File: src/rtl/wbps_pkg.sv
// ----------------------------------------------------------------------------
// wbps_pkg
// shared types, constants and helpers of the wildcard byte pattern scanner
// ----------------------------------------------------------------------------
package wbps_pkg;

  localparam int PATTERN_MAX_DEF = 16;
  localparam int CFG_DATA_W      = 64;
  localparam int CFG_INDEX_W     = 3;

  typedef enum logic [CFG_INDEX_W-1:0] {
    CFG_PAT_LO   = 3'd0,
    CFG_PAT_HI   = 3'd1,
    CFG_WILD     = 3'd2,
    CFG_PAT_LEN  = 3'd3,
    CFG_BASE     = 3'd4,
    CFG_DELTA    = 3'd5,
    CFG_LIMIT    = 3'd6
  } cfg_index_t;

  localparam logic [4:0]  PAT_LEN_RST = 5'd1;
  localparam logic [31:0] BASE_RST    = 32'h0000_0400;
  localparam logic [31:0] DELTA_RST   = 32'h0000_0C00;
  localparam logic [7:0]  LIMIT_RST   = 8'd200;

  // one window byte as it moves down the row of cells
  typedef struct packed {
    logic [7:0] data;
    logic       valid;
  } link_t;

  typedef struct packed {
    logic shift;
    logic clear;
  } cell_ctrl_t;

  // work of one accepted byte, waiting for the output stage
  typedef struct packed {
    logic        hit;
    logic        last;
    logic [7:0]  hit_number;
    logic        stopped;
    logic [31:0] offset;
  } rec_t;

  function automatic logic [7:0] pat_byte(input logic [63:0] lo, input logic [63:0] hi,
                                          input logic [3:0] idx);
    logic [127:0] pat;
    pat = {hi, lo};
    return pat[{idx, 3'b000} +: 8];
  endfunction

endpackage

File: src/rtl/wbps_in_if.sv
// ----------------------------------------------------------------------------
// wbps_in_if
// byte stream channel: one region byte per word
// ----------------------------------------------------------------------------
interface wbps_in_if;
  logic       valid;
  logic       ready;
  logic [7:0] data_byte;
  logic       last;

  modport source (output valid, output data_byte, output last, input ready);
  modport sink   (input valid, input data_byte, input last, output ready);
endinterface

File: src/rtl/wbps_out_if.sv
// ----------------------------------------------------------------------------
// wbps_out_if
// record channel: hit records and closing total records
// ----------------------------------------------------------------------------
interface wbps_out_if;
  logic        valid;
  logic        ready;
  logic        is_total;
  logic [7:0]  hit_number;
  logic [31:0] file_offset;
  logic [31:0] rva;
  logic        stopped_early;

  modport source (output valid, output is_total, output hit_number, output file_offset,
                  output rva, output stopped_early, input ready);
  modport sink   (input valid, input is_total, input hit_number, input file_offset,
                  input rva, input stopped_early, output ready);
endinterface

File: src/rtl/wbps_cell.sv
// ----------------------------------------------------------------------------
// wbps_cell
// one window slot: holds a byte, compares the incoming byte against its
// pattern byte and extends the match chain
// ----------------------------------------------------------------------------
module wbps_cell #(
  parameter int SLOT = 0
) (
  input  logic                clk,
  input  logic                rst,
  input  wbps_pkg::cell_ctrl_t ctrl,
  input  wbps_pkg::link_t     link_in,
  output wbps_pkg::link_t     link_out,
  input  logic                ok_in,
  output logic                ok_out,
  input  logic [4:0]          used_len,
  input  logic [63:0]         pat_lo,
  input  logic [63:0]         pat_hi,
  input  logic [15:0]         wild_mask
);

  logic [7:0] data;
  logic       valid;
  logic       in_use;
  logic [4:0] pidx;
  logic [7:0] pbyte;
  logic       slot_ok;

  // slot j lines up with pattern byte len-1-j
  assign in_use = 5'(SLOT) < used_len;
  assign pidx   = used_len - 5'd1 - 5'(SLOT);
  assign pbyte  = wbps_pkg::pat_byte(pat_lo, pat_hi, pidx[3:0]);
  assign slot_ok = !in_use ||
                   (link_in.valid && (wild_mask[pidx[3:0]] || link_in.data == pbyte));
  assign ok_out = ok_in && slot_ok;

  always_ff @(posedge clk) begin
    if (rst) begin
      valid <= 1'b0;
    end else if (ctrl.shift) begin
      valid <= link_in.valid && !ctrl.clear;
    end
  end

  always_ff @(posedge clk) begin
    if (ctrl.shift) begin
      data <= link_in.data;
    end
  end

  assign link_out.data  = data;
  assign link_out.valid = valid;

endmodule

File: src/rtl/wbps_out.sv
// ----------------------------------------------------------------------------
// wbps_out
// output stage: forms the rva and sends the hit record, then the total record
// ----------------------------------------------------------------------------
module wbps_out (
  input  logic              clk,
  input  logic              rst,
  input  logic              rec_valid,
  input  wbps_pkg::rec_t    rec,
  output logic              rec_free,
  input  logic [31:0]       rva_delta,
  wbps_out_if.source        rec_out
);

  logic        hit_v;
  logic        tot_v;
  logic [7:0]  hit_number;
  logic        stopped;
  logic [31:0] offset;
  logic [31:0] rva;
  logic        fire;
  logic        take;

  assign fire     = rec_out.valid && rec_out.ready;
  // free when empty, or when the only record left goes out now
  assign rec_free = !(hit_v || tot_v) || (fire && !(hit_v && tot_v));
  assign take     = rec_valid && rec_free;

  always_ff @(posedge clk) begin
    if (rst) begin
      hit_v <= 1'b0;
      tot_v <= 1'b0;
    end else if (take) begin
      hit_v <= rec.hit;
      tot_v <= rec.last;
    end else if (fire) begin
      if (hit_v) begin
        hit_v <= 1'b0;
      end else begin
        tot_v <= 1'b0;
      end
    end
  end

  always_ff @(posedge clk) begin
    if (take) begin
      hit_number <= rec.hit_number;
      stopped    <= rec.stopped;
      offset     <= rec.offset;
      rva        <= rec.offset + rva_delta;
    end
  end

  assign rec_out.valid         = hit_v || tot_v;
  assign rec_out.is_total      = !hit_v;
  assign rec_out.hit_number    = hit_number;
  assign rec_out.file_offset   = hit_v ? offset : 32'd0;
  assign rec_out.rva           = hit_v ? rva : 32'd0;
  assign rec_out.stopped_early = stopped;

endmodule

File: src/rtl/wildcard_byte_pattern_scan.sv
// ----------------------------------------------------------------------------
// wildcard_byte_pattern_scan
// streams region bytes through a row of window cells and reports each
// masked pattern match until the hit limit stops matching, with its file offset and rva
// ----------------------------------------------------------------------------
//  channel   dir  word                                         handshake
//  byte_in   in   data_byte, last                              valid/ready
//  rec_out   out  is_total, hit_number, file_offset, rva,      valid/ready
//                 stopped_early
//  cfg       in   cfg_we, cfg_index, cfg_data                  write only
//
//  one byte per cycle while ready is high; compare, hit count and offset sum
//  happen in the accept cycle, then the record passes the record stage and
//  the output stage; a last byte with a hit sends a hit record and then a
//  total record, which throttles input; ready drops only when the output
//  stage and the record stage behind it are both full
// ----------------------------------------------------------------------------
module wildcard_byte_pattern_scan #(
  parameter int PATTERN_MAX = wbps_pkg::PATTERN_MAX_DEF
) (
  input  logic                               clk,
  input  logic                               rst,
  wbps_in_if.sink                            byte_in,
  wbps_out_if.source                         rec_out,
  input  logic                               cfg_we,
  input  logic [wbps_pkg::CFG_INDEX_W-1:0]   cfg_index,
  input  logic [wbps_pkg::CFG_DATA_W-1:0]    cfg_data
);

  logic [63:0] pat_lo;
  logic [63:0] pat_hi;
  logic [15:0] wild_mask;
  logic [4:0]  pattern_length;
  logic [31:0] region_base;
  logic [31:0] rva_delta;
  logic [7:0]  hit_limit;

  logic [31:0] position;
  logic [7:0]  hit_count;
  logic        limit_reached;

  logic        a_valid;
  wbps_pkg::rec_t a_rec;
  wbps_pkg::rec_t a_rec_next;
  logic        b_free;
  logic        in_fire;
  logic [4:0]  used_len;
  logic        match;
  logic        hit;
  logic [7:0]  hit_count_next;
  logic        limit_next;

  wbps_pkg::cell_ctrl_t ctrl;
  wbps_pkg::link_t      links [PATTERN_MAX+1];
  logic [PATTERN_MAX:0] ok_chain;

  // configuration
  always_ff @(posedge clk) begin
    if (rst) begin
      pat_lo         <= '0;
      pat_hi         <= '0;
      wild_mask      <= '0;
      pattern_length <= wbps_pkg::PAT_LEN_RST;
      region_base    <= wbps_pkg::BASE_RST;
      rva_delta      <= wbps_pkg::DELTA_RST;
      hit_limit      <= wbps_pkg::LIMIT_RST;
    end else if (cfg_we) begin
      unique case (cfg_index)
        wbps_pkg::CFG_PAT_LO:  pat_lo         <= cfg_data;
        wbps_pkg::CFG_PAT_HI:  pat_hi         <= cfg_data;
        wbps_pkg::CFG_WILD:    wild_mask      <= cfg_data[15:0];
        wbps_pkg::CFG_PAT_LEN: pattern_length <= cfg_data[4:0];
        wbps_pkg::CFG_BASE:    region_base    <= cfg_data[31:0];
        wbps_pkg::CFG_DELTA:   rva_delta      <= cfg_data[31:0];
        wbps_pkg::CFG_LIMIT:   hit_limit      <= cfg_data[7:0];
        default: ;
      endcase
    end
  end

  // zero acts as one, anything past the cell count as the cell count
  always_comb begin
    if (pattern_length == 5'd0) begin
      used_len = 5'd1;
    end else if (pattern_length > 5'(PATTERN_MAX)) begin
      used_len = 5'(PATTERN_MAX);
    end else begin
      used_len = pattern_length;
    end
  end

  assign byte_in.ready = !a_valid || b_free;
  assign in_fire       = byte_in.valid && byte_in.ready;
  assign ctrl.shift    = in_fire;
  assign ctrl.clear    = byte_in.last;

  assign links[0].data  = byte_in.data_byte;
  assign links[0].valid = 1'b1;
  assign ok_chain[0]    = 1'b1;

  for (genvar j = 0; j < PATTERN_MAX; j++) begin : g_cell
    wbps_cell #(.SLOT(j)) u_cell (
      .clk       (clk),
      .rst       (rst),
      .ctrl      (ctrl),
      .link_in   (links[j]),
      .link_out  (links[j+1]),
      .ok_in     (ok_chain[j]),
      .ok_out    (ok_chain[j+1]),
      .used_len  (used_len),
      .pat_lo    (pat_lo),
      .pat_hi    (pat_hi),
      .wild_mask (wild_mask)
    );
  end

  assign match          = ok_chain[PATTERN_MAX];
  assign hit            = match && !limit_reached;
  assign hit_count_next = hit ? hit_count + 8'd1 : hit_count;
  assign limit_next     = limit_reached || (hit && hit_count_next >= hit_limit);

  always_comb begin
    a_rec_next.hit        = hit;
    a_rec_next.last       = byte_in.last;
    a_rec_next.hit_number = hit_count_next;
    a_rec_next.stopped    = limit_next;
    a_rec_next.offset     = region_base + position - (32'(used_len) - 32'd1);
  end

  // region state
  always_ff @(posedge clk) begin
    if (rst) begin
      position      <= '0;
      hit_count     <= '0;
      limit_reached <= 1'b0;
    end else if (in_fire) begin
      if (byte_in.last) begin
        position      <= '0;
        hit_count     <= '0;
        limit_reached <= 1'b0;
      end else begin
        position      <= position + 32'd1;
        hit_count     <= hit_count_next;
        limit_reached <= limit_next;
      end
    end
  end

  // record stage between the cells and the output stage
  always_ff @(posedge clk) begin
    if (rst) begin
      a_valid <= 1'b0;
    end else if (in_fire) begin
      a_valid <= 1'b1;
    end else if (b_free) begin
      a_valid <= 1'b0;
    end
  end

  always_ff @(posedge clk) begin
    if (in_fire) begin
      a_rec <= a_rec_next;
    end
  end

  wbps_out u_out (
    .clk       (clk),
    .rst       (rst),
    .rec_valid (a_valid),
    .rec       (a_rec),
    .rec_free  (b_free),
    .rva_delta (rva_delta),
    .rec_out   (rec_out)
  );

endmodule

File: src/flat_wrapper.sv
// flat-port wrapper written by rule: the top's interface ports become plain ports
module wildcard_byte_pattern_scan_flat 
#(
  parameter int PATTERN_MAX = wbps_pkg::PATTERN_MAX_DEF
)
  (clk, rst, cfg_we, cfg_index, cfg_data, byte_in_valid, byte_in_data_byte, byte_in_last, byte_in_ready, rec_out_valid, rec_out_is_total, rec_out_hit_number, rec_out_file_offset, rec_out_rva, rec_out_stopped_early, rec_out_ready);
  wbps_in_if byte_in_i ();
  wbps_out_if rec_out_i ();
  input  logic clk;
  input  logic rst;
  input  logic cfg_we;
  input  logic [wbps_pkg::CFG_INDEX_W-1:0] cfg_index;
  input  logic [wbps_pkg::CFG_DATA_W-1:0] cfg_data;
  input wire logic [$bits(byte_in_i.valid)-1:0] byte_in_valid;
  input wire logic [$bits(byte_in_i.data_byte)-1:0] byte_in_data_byte;
  input wire logic [$bits(byte_in_i.last)-1:0] byte_in_last;
  output wire logic [$bits(byte_in_i.ready)-1:0] byte_in_ready;
  output wire logic [$bits(rec_out_i.valid)-1:0] rec_out_valid;
  output wire logic [$bits(rec_out_i.is_total)-1:0] rec_out_is_total;
  output wire logic [$bits(rec_out_i.hit_number)-1:0] rec_out_hit_number;
  output wire logic [$bits(rec_out_i.file_offset)-1:0] rec_out_file_offset;
  output wire logic [$bits(rec_out_i.rva)-1:0] rec_out_rva;
  output wire logic [$bits(rec_out_i.stopped_early)-1:0] rec_out_stopped_early;
  input wire logic [$bits(rec_out_i.ready)-1:0] rec_out_ready;
  assign byte_in_i.valid = byte_in_valid;
  assign byte_in_i.data_byte = byte_in_data_byte;
  assign byte_in_i.last = byte_in_last;
  assign byte_in_ready = byte_in_i.ready;
  assign rec_out_valid = rec_out_i.valid;
  assign rec_out_is_total = rec_out_i.is_total;
  assign rec_out_hit_number = rec_out_i.hit_number;
  assign rec_out_file_offset = rec_out_i.file_offset;
  assign rec_out_rva = rec_out_i.rva;
  assign rec_out_stopped_early = rec_out_i.stopped_early;
  assign rec_out_i.ready = rec_out_ready;
  wildcard_byte_pattern_scan #(.PATTERN_MAX(PATTERN_MAX)) u_core (.clk(clk), .rst(rst), .byte_in(byte_in_i), .rec_out(rec_out_i), .cfg_we(cfg_we), .cfg_index(cfg_index), .cfg_data(cfg_data));
endmodule
File: config.mk
export PLATFORM = sky130hd
export DESIGN_NAME = wildcard_byte_pattern_scan_flat
export DESIGN_NICKNAME = d
export VERILOG_FILES = /design/src/rtl/wbps_pkg.sv /design/src/rtl/wbps_in_if.sv /design/src/rtl/wbps_out_if.sv /design/src/rtl/wbps_cell.sv /design/src/rtl/wbps_out.sv /design/src/rtl/wildcard_byte_pattern_scan.sv /design/src/flat_wrapper.sv
export SDC_FILE = /design/constraint.sdc
export NUM_CORES = 1
export LEC_CHECK = 0
export BUFFER_PORTS_ARGS = -buffer_cell sky130_fd_sc_hd__buf_4
export CORE_ASPECT_RATIO = 1.2
export CORE_MARGIN = 5
export CORE_UTILIZATION = 25
export DETAILED_ROUTE_END_ITERATION = 12
export GPL_TIMING_DRIVEN = 1
export SETUP_SLACK_MARGIN = 0.1
export SYNTH_ARGS = -nofsm -noshare
export SYNTH_HDL_FRONTEND = slang
export SYNTH_SLANG_ARGS = --single-unit
File: constraint.sdc
create_clock -name clk -period 14.1 [get_ports clk]
set_clock_uncertainty 0.15 [all_clocks]
set_input_delay 1.41 -clock clk [delete_from_list [all_inputs] [get_ports clk]]
set_output_delay 1.41 -clock clk [all_outputs]
set_load 0.05 [all_outputs]
-- After elaboration in Yosys (flattened, before gate mapping)
Index checks and enable logic that the tools add are counted.
- register bits: 516
- bits in latches: 0
- memory bits (writable): 0
- ROM bits: 0
- input bits: 81
- output and inout bits: 76
- logic and storage cells: 315
- memories: 0
- add/sub/neg operators: 22
- multipliers: 0
- div/mod/pow operators: 0
- magnitude comparators: 34
- eq/ne operators: 23
- shift-type cells: 16
- mux-type cells: 47
- bitwise operators: 0
- reduce and logical (&&, ||, !) cells: 121
- operators with widths (kind ; count):
    $shiftx 128x8->8 ; 16
    $eq 8x8->1 ; 16
    $mux 32 ; 3
    $lt 4x5->1 const B ; 16
    $add 32x32->32 ; 2
    $bmux 1 s4 ; 16
    $logic_and 1x1->1 ; 51
    $lt 4x5->1 const A ; 8
    $logic_or 1x1->1 ; 36
    $add 32x1->32 const B ; 1
    $sub 32x32->32 ; 1
    $sub 4x4->4 const B ; 8
    $mux 1 ; 24
    $logic_not 1->1 ; 22
    $lt 3x5->1 const A ; 4
    $mux 8 ; 2
    $reduce_and 2->1 ; 8
    $sub 4x3->4 const B ; 4
    $lt 1x5->1 const A ; 2
    $lt 2x5->1 const A ; 2
    $mux 5 ; 2
    $eq 3x3->1 const B ; 3
    $add 8x1->8 const B ; 1
    $ge 8x8->1 ; 1
    other kinds (10) ; 14

-- Longest topological paths before layout
- word-level depth: 31
- mapped depth: 38

-- Cells and area by module
Synthesis repeated with hierarchy kept, for this count alone.
- cell total of the unflattened synthesis: 4149
- area, all modules: 45068.2 µm²
- by module, submodules not included (module ; instances ; cells an instance ; area an instance (µm²) ; sequential area each (µm²)):
    wildcard_byte_pattern_scan ; 1 ; 1632 ; 13645.6 ; 6556.3
    wbps_out ; 1 ; 365 ; 4277.9 ; 2232.1
    wbps_cell (u_core.g_cell[15].u_cell) ; 1 ; 162 ; 1826.8 ; 260.2
    wbps_cell (u_core.g_cell[7].u_cell) ; 1 ; 164 ; 1819.2 ; 260.2
    wbps_cell (u_core.g_cell[0].u_cell) ; 1 ; 128 ; 1746.7 ; 260.2
    wbps_cell (u_core.g_cell[6].u_cell) ; 1 ; 125 ; 1741.7 ; 260.2
    wbps_cell (u_core.g_cell[8].u_cell) ; 1 ; 129 ; 1740.4 ; 260.2
    wbps_cell (u_core.g_cell[2].u_cell) ; 1 ; 138 ; 1731.7 ; 260.2
    wbps_cell (u_core.g_cell[14].u_cell) ; 1 ; 156 ; 1720.4 ; 260.2
    wbps_cell (u_core.g_cell[1].u_cell) ; 1 ; 109 ; 1679.1 ; 260.2
    wbps_cell (u_core.g_cell[10].u_cell) ; 1 ; 137 ; 1671.6 ; 260.2
    wbps_cell (u_core.g_cell[5].u_cell) ; 1 ; 105 ; 1662.8 ; 260.2
    wbps_cell (u_core.g_cell[12].u_cell) ; 1 ; 143 ; 1651.6 ; 260.2
    wbps_cell (u_core.g_cell[3].u_cell) ; 1 ; 140 ; 1651.6 ; 260.2
    4 more rows ; -- ; -- ; -- ; --

-- Least setup slack after synthesis
No wires, ideal clock.
- path kind: input-to-reg
- start: input rec_out_ready
- end: register u_core.position[24]
- library setup time: 132 ps
- arrival time: 8225 ps
- required time: 13818 ps
- slack: 5593 ps
- stages: 10
- path buffers: 2
- cell sequence: inv_1 -> maj3_1 -> nand2_1 -> nand2_1 -> inv_1 -> clkbuf_1 -> clkbuf_1 -> o21ai_0 -> nand2_1 -> a21oi_1
- longest elaborated chain between the ends: 5
- RTL lines (element ; RTL line ; source):
    from (decl) ; flat_wrapper.sv:24 ; input wire logic [$bits(rec_out_i.ready)-1:0] rec_out_ready;
    $logic_and 1x1->1 ; wbps_out.sv:24 ; assign fire = rec_out.valid && rec_out.ready;
    $logic_and 1x1->1 ; wbps_out.sv:26 ; assign rec_free = !(hit_v || tot_v) || (fire && !(hit_v && tot_v));
    $logic_or 1x1->1 ; wbps_out.sv:26 ;
    $logic_or 1x1->1 ; wildcard_byte_pattern_scan.sv:92 ; assign byte_in.ready = !a_valid || b_free;
    via byte_in_ready ; flat_wrapper.sv:17 ; output wire logic [$bits(byte_in_i.ready)-1:0] byte_in_ready;
    $logic_and 1x1->1 ; wildcard_byte_pattern_scan.sv:93 ; assign in_fire = byte_in.valid && byte_in.ready;
    via u_core.in_fire ; wildcard_byte_pattern_scan.sv:46 ; logic in_fire;
    to (signal assigned) ; wildcard_byte_pattern_scan.sv:142 ; position <= position + 32'd1;
    to (decl) ; wildcard_byte_pattern_scan.sv:38 ; logic [31:0] position;
The timed path passes the listed nets, and every way through them passes these cells.
A chain may end at the register's enable or synchronous reset.

==> out/metrics.yaml <==
floorplanning:
  pin_count: 157
  die_w_um: 340.0
  num_rows: 145
  die-area_mm2: 0.1380
  start_util_pct: 25.11
  core-area_mm2: 0.1301
  fp.dieH_um: 406.0
min_path:
  worstHoldPathCells: 0
  min_to: "u_core.u_out.rec_out.hit_number[4]$_DFFE_PP_"
  hold_path_class: "reg2reg"
  hold_start: "u_core.a_rec[37]$_DFFE_PP_"
worst_setup_path:
  r2r-end: "u_core.a_rec[32]$_DFFE_PP_"
  rrSetupSlack_ns: 3.88
  cp-start-kind: "register"
  crit_slowest_cell: "nor2_1"
  worstPathArrival_ns: 10.47
  reg2reg_depth: 29
  required_ns: 14.35
  r2r-start: "u_core.pattern_length[0]$_SDFFE_PP1P_"
  critPathKind: "reg2reg"
  cp-end-kind: "register"
  worstPathMaxFanout: 40
  critPathMaxStageDelay_ns: 0.86
place:
  gp_congestion: 0.9969
  dp.cells: 5144
  dp_hpwl_mm: 92.07
  port_buffers: 156
cells_and_area:
  layout_common_cells: "635 x nand2_1, 321 x a21oi_1, 277 x dfxtp_1, 236 x edfxtp_1, 213 x mux2i_1"
  final_cells: 5248
  nets: 3706
  fin_util_pct: 28.65
  layout_commonest_cell: "nand2_1"
  syn_to_final_growth_pct: 14.12
  drive_gt1_share_pct: 12.89
clocking:
  cts.sinks: 516
  hold_buffers: 0
  numCtsBuffers: 53
  cts_setup_buffers: 0
  cts-root-buf: "clkbuf_16"
  tritoncts: "yes"
  clockBufferDepth: 3
  clock_latency_ns: 0.65
  cts.clk_slew.worst_paths_ns: 0.06
  cts_resized: 0
  h-tree-depth: 2
route:
  dr.pass1.iters: 6
  drtIter0Drc: 2611
  vias: 27110
  avgViaCountPerCell: 5.166
  ant_nets: 0
  wl_mm: 120.3
  detail_route.wl_per_cell_um: 22.93
  drc: 0
logic_synthesis:
  yosysSeqAreaShare_pct: 38.86
  synthAdderAreaFrac_pct: 5.187
  synth_warnings: 0
  yosys.area.top_type: "edfxtp_1"
  syn_area_per_cell_um2: 9.407
  synthCells: 3472
  async_reset_ff_share_pct: 0
  synth_cell_types: 79
  synth_nets: 3669
  synthSimpleGateAreaFrac_pct: 17.51
  synth_top_area_share_pct: 21.70
  netlist_area_mm2: 0.03266
  synth.area.top_cells: "edfxtp_1 22%, dfxtp_1 17%, mux4_2 8.0%"
  synth_compound_area_share_pct: 12.85
  synth_top_flop_cell: "dfxtp_1"
  synth_edf_count: 236
  synth_seq_cells: 516
  synthMuxAreaShare_pct: 15.35
  synth_top_family_by_area: "simple AND/OR/NAND/NOR gates"
  synth-xor-area-share_pct: 5.838
power_and_ir_drop:
  peakVddDrop_mv: 0.09391
  power_density_mw_per_mm2: 102.2
  p_leak_nw: 13.47
timing:
  fin_crit_sh_pct: 72.49
  slew_headroom_pct: 24.58
  hold_viol: 0
  rsz0062_at_grt: "no"
  finalCriticalPeriod_ns: 10.22
  tightest_slew_ns: 1.100
  slew_viol_final: 0
  totalNegativeSetupSlack_ns: 0
  fmax_mhz: 97.84
  final-setup-viol-count: 0
global_routing:
  grt_usage_pct: 16.72
  grt-ovfl-total: 0
  grt_pass1_vias: 25620
  grt_pass1_wl_mm: 174.5
  grt_max_degree: 92
  antenna_found_initial: 7
run_status:
  status: "finished clean"
job:
  maxCapViolations: 0
## state kept, by name, indices dropped and copies added (netlist names), 43 cells and up
name,count
u_core.a_rec,43
u_core.g_cell.u_cell.data,120
u_core.pat_hi,64
u_core.pat_lo,64
## through the flow
stage                     setup WS, ns  power (mW)  cell area, um^2  hold WS, ns
final                            3.879       3.809            37270       0.2695
after global routing             3.303       3.954            37260       0.2779
after CTS                        3.937       3.844            37260       0.2697
after detailed placement         3.957       2.352            35450       0.2572
after global placement           3.973       2.348            35450       0.2545
after floorplan                  5.593       2.152            32660       0.2503
## critical path: cells and delay by family, from the launching register on
kind / cells / cell delay (ns)
compound gates: 9 / 1.85
xor+xnor: 2 / 0.89
fa+ha+maj: 3 / 1.09
buf+inv: 3 / 1.11
flops: 1 / 0.54
mux: 2 / 1.03
simple gates: 10 / 3.28
## metal layers
layer | share of wire [%] | routed length [um] | GRT usage, %
met1 | 39 | 46490 | 20.03
met2 | 48 | 57200 | 28.34
met3 | 7.6 | 9192 | 3.413
met4 | 6.2 | 7426 | 8.872
met5 | 0.010 | 12 | 0
## power by group
part	switching, mW	internal, mW	leakage (nW)
clock	0.650	0.834	0.870
combinational	0.349	0.225	8.05
sequential	0.0776	1.67	4.55
## synthesized netlist by cell type (6+ instances only)
| master | count |
|---|---|
| ha_1 | 85 |
| nand2b_1 | 18 |
| nor4_1 | 10 |
| and3b_1 | 40 |
| clkbuf_1 | 147 |
| buf_2 | 26 |
| buf_1 | 29 |
| nor2b_1 | 44 |
| o21ai_0 | 79 |
| mux4_2 | 116 |
| and2_1 | 72 |
| nor2_1 | 162 |
| nand3b_1 | 9 |
| or3_1 | 18 |
| a41oi_1 | 6 |
| o21a_1 | 15 |
| and3_1 | 46 |
| dfxtp_1 | 280 |
| nand4_1 | 31 |
| fa_1 | 31 |
| edfxtp_1 | 236 |
| a21oi_1 | 321 |
| mux2_2 | 24 |
| o32a_1 | 18 |
| nor3b_1 | 8 |
| o22ai_1 | 7 |
| a31oi_1 | 44 |
| a21o_1 | 26 |
| nand2_1 | 637 |
| xor2_1 | 40 |
| xnor2_1 | 164 |
| mux2i_1 | 213 |
| o211ai_1 | 23 |
| or2_2 | 9 |
| nand3_1 | 64 |
| a211oi_1 | 74 |
| nor3_1 | 40 |
| a22oi_1 | 7 |
| inv_1 | 151 |
| or4_1 | 6 |
| o2111ai_1 | 6 |
## final cells by class
| class | count | area (um^2) |
|---|---|---|
| well taps | 1690 | 2115 |
| multi-input cells | 2590 | 18600 |
| repair buffers | 190 | 1433 |
| clock inverters | 35 | 435.4 |
| inverters | 158 | 603.1 |
| diodes | 6 | 15.01 |
| flip-flops and latches | 516 | 12700 |
| clock buffers | 63 | 1374 |
| fillers | 13560 | 92810 |
## cells by family after synthesis
family                   count (synthesis)
AND/OR/NAND/NOR                       1226
buffers and inverters                  366
adder cells (fa/ha/maj)                117
AO/OA/AOI/OAI                          684
flip-flops                             516
multiplexers                           353
XOR/XNOR                               210
## worst max path at each step
| stage | startpoint | to | slack, ns | cells after the start |
|---|---|---|---|---|
| floorplan | rec_out_ready | u_core.position[24]$_SDFFE_PP0P_ | 5.59 | 10 |
| global placement | u_core.pattern_length[1]$_SDFFE_PP0P_ | u_core.a_rec[32]$_DFFE_PP_ | 3.97 | 30 |
| detailed placement | u_core.pattern_length[1]$_SDFFE_PP0P_ | u_core.a_rec[32]$_DFFE_PP_ | 3.96 | 29 |
| CTS | u_core.pattern_length[1]$_SDFFE_PP0P_ | u_core.a_rec[32]$_DFFE_PP_ | 3.94 | 29 |
| global route | u_core.pattern_length[1]$_SDFFE_PP0P_ | u_core.a_rec[32]$_DFFE_PP_ | 3.30 | 29 |
| finish | u_core.pattern_length[0]$_SDFFE_PP1P_ | u_core.a_rec[32]$_DFFE_PP_ | 3.88 | 29 |
(Power assumes the default switching activity.)
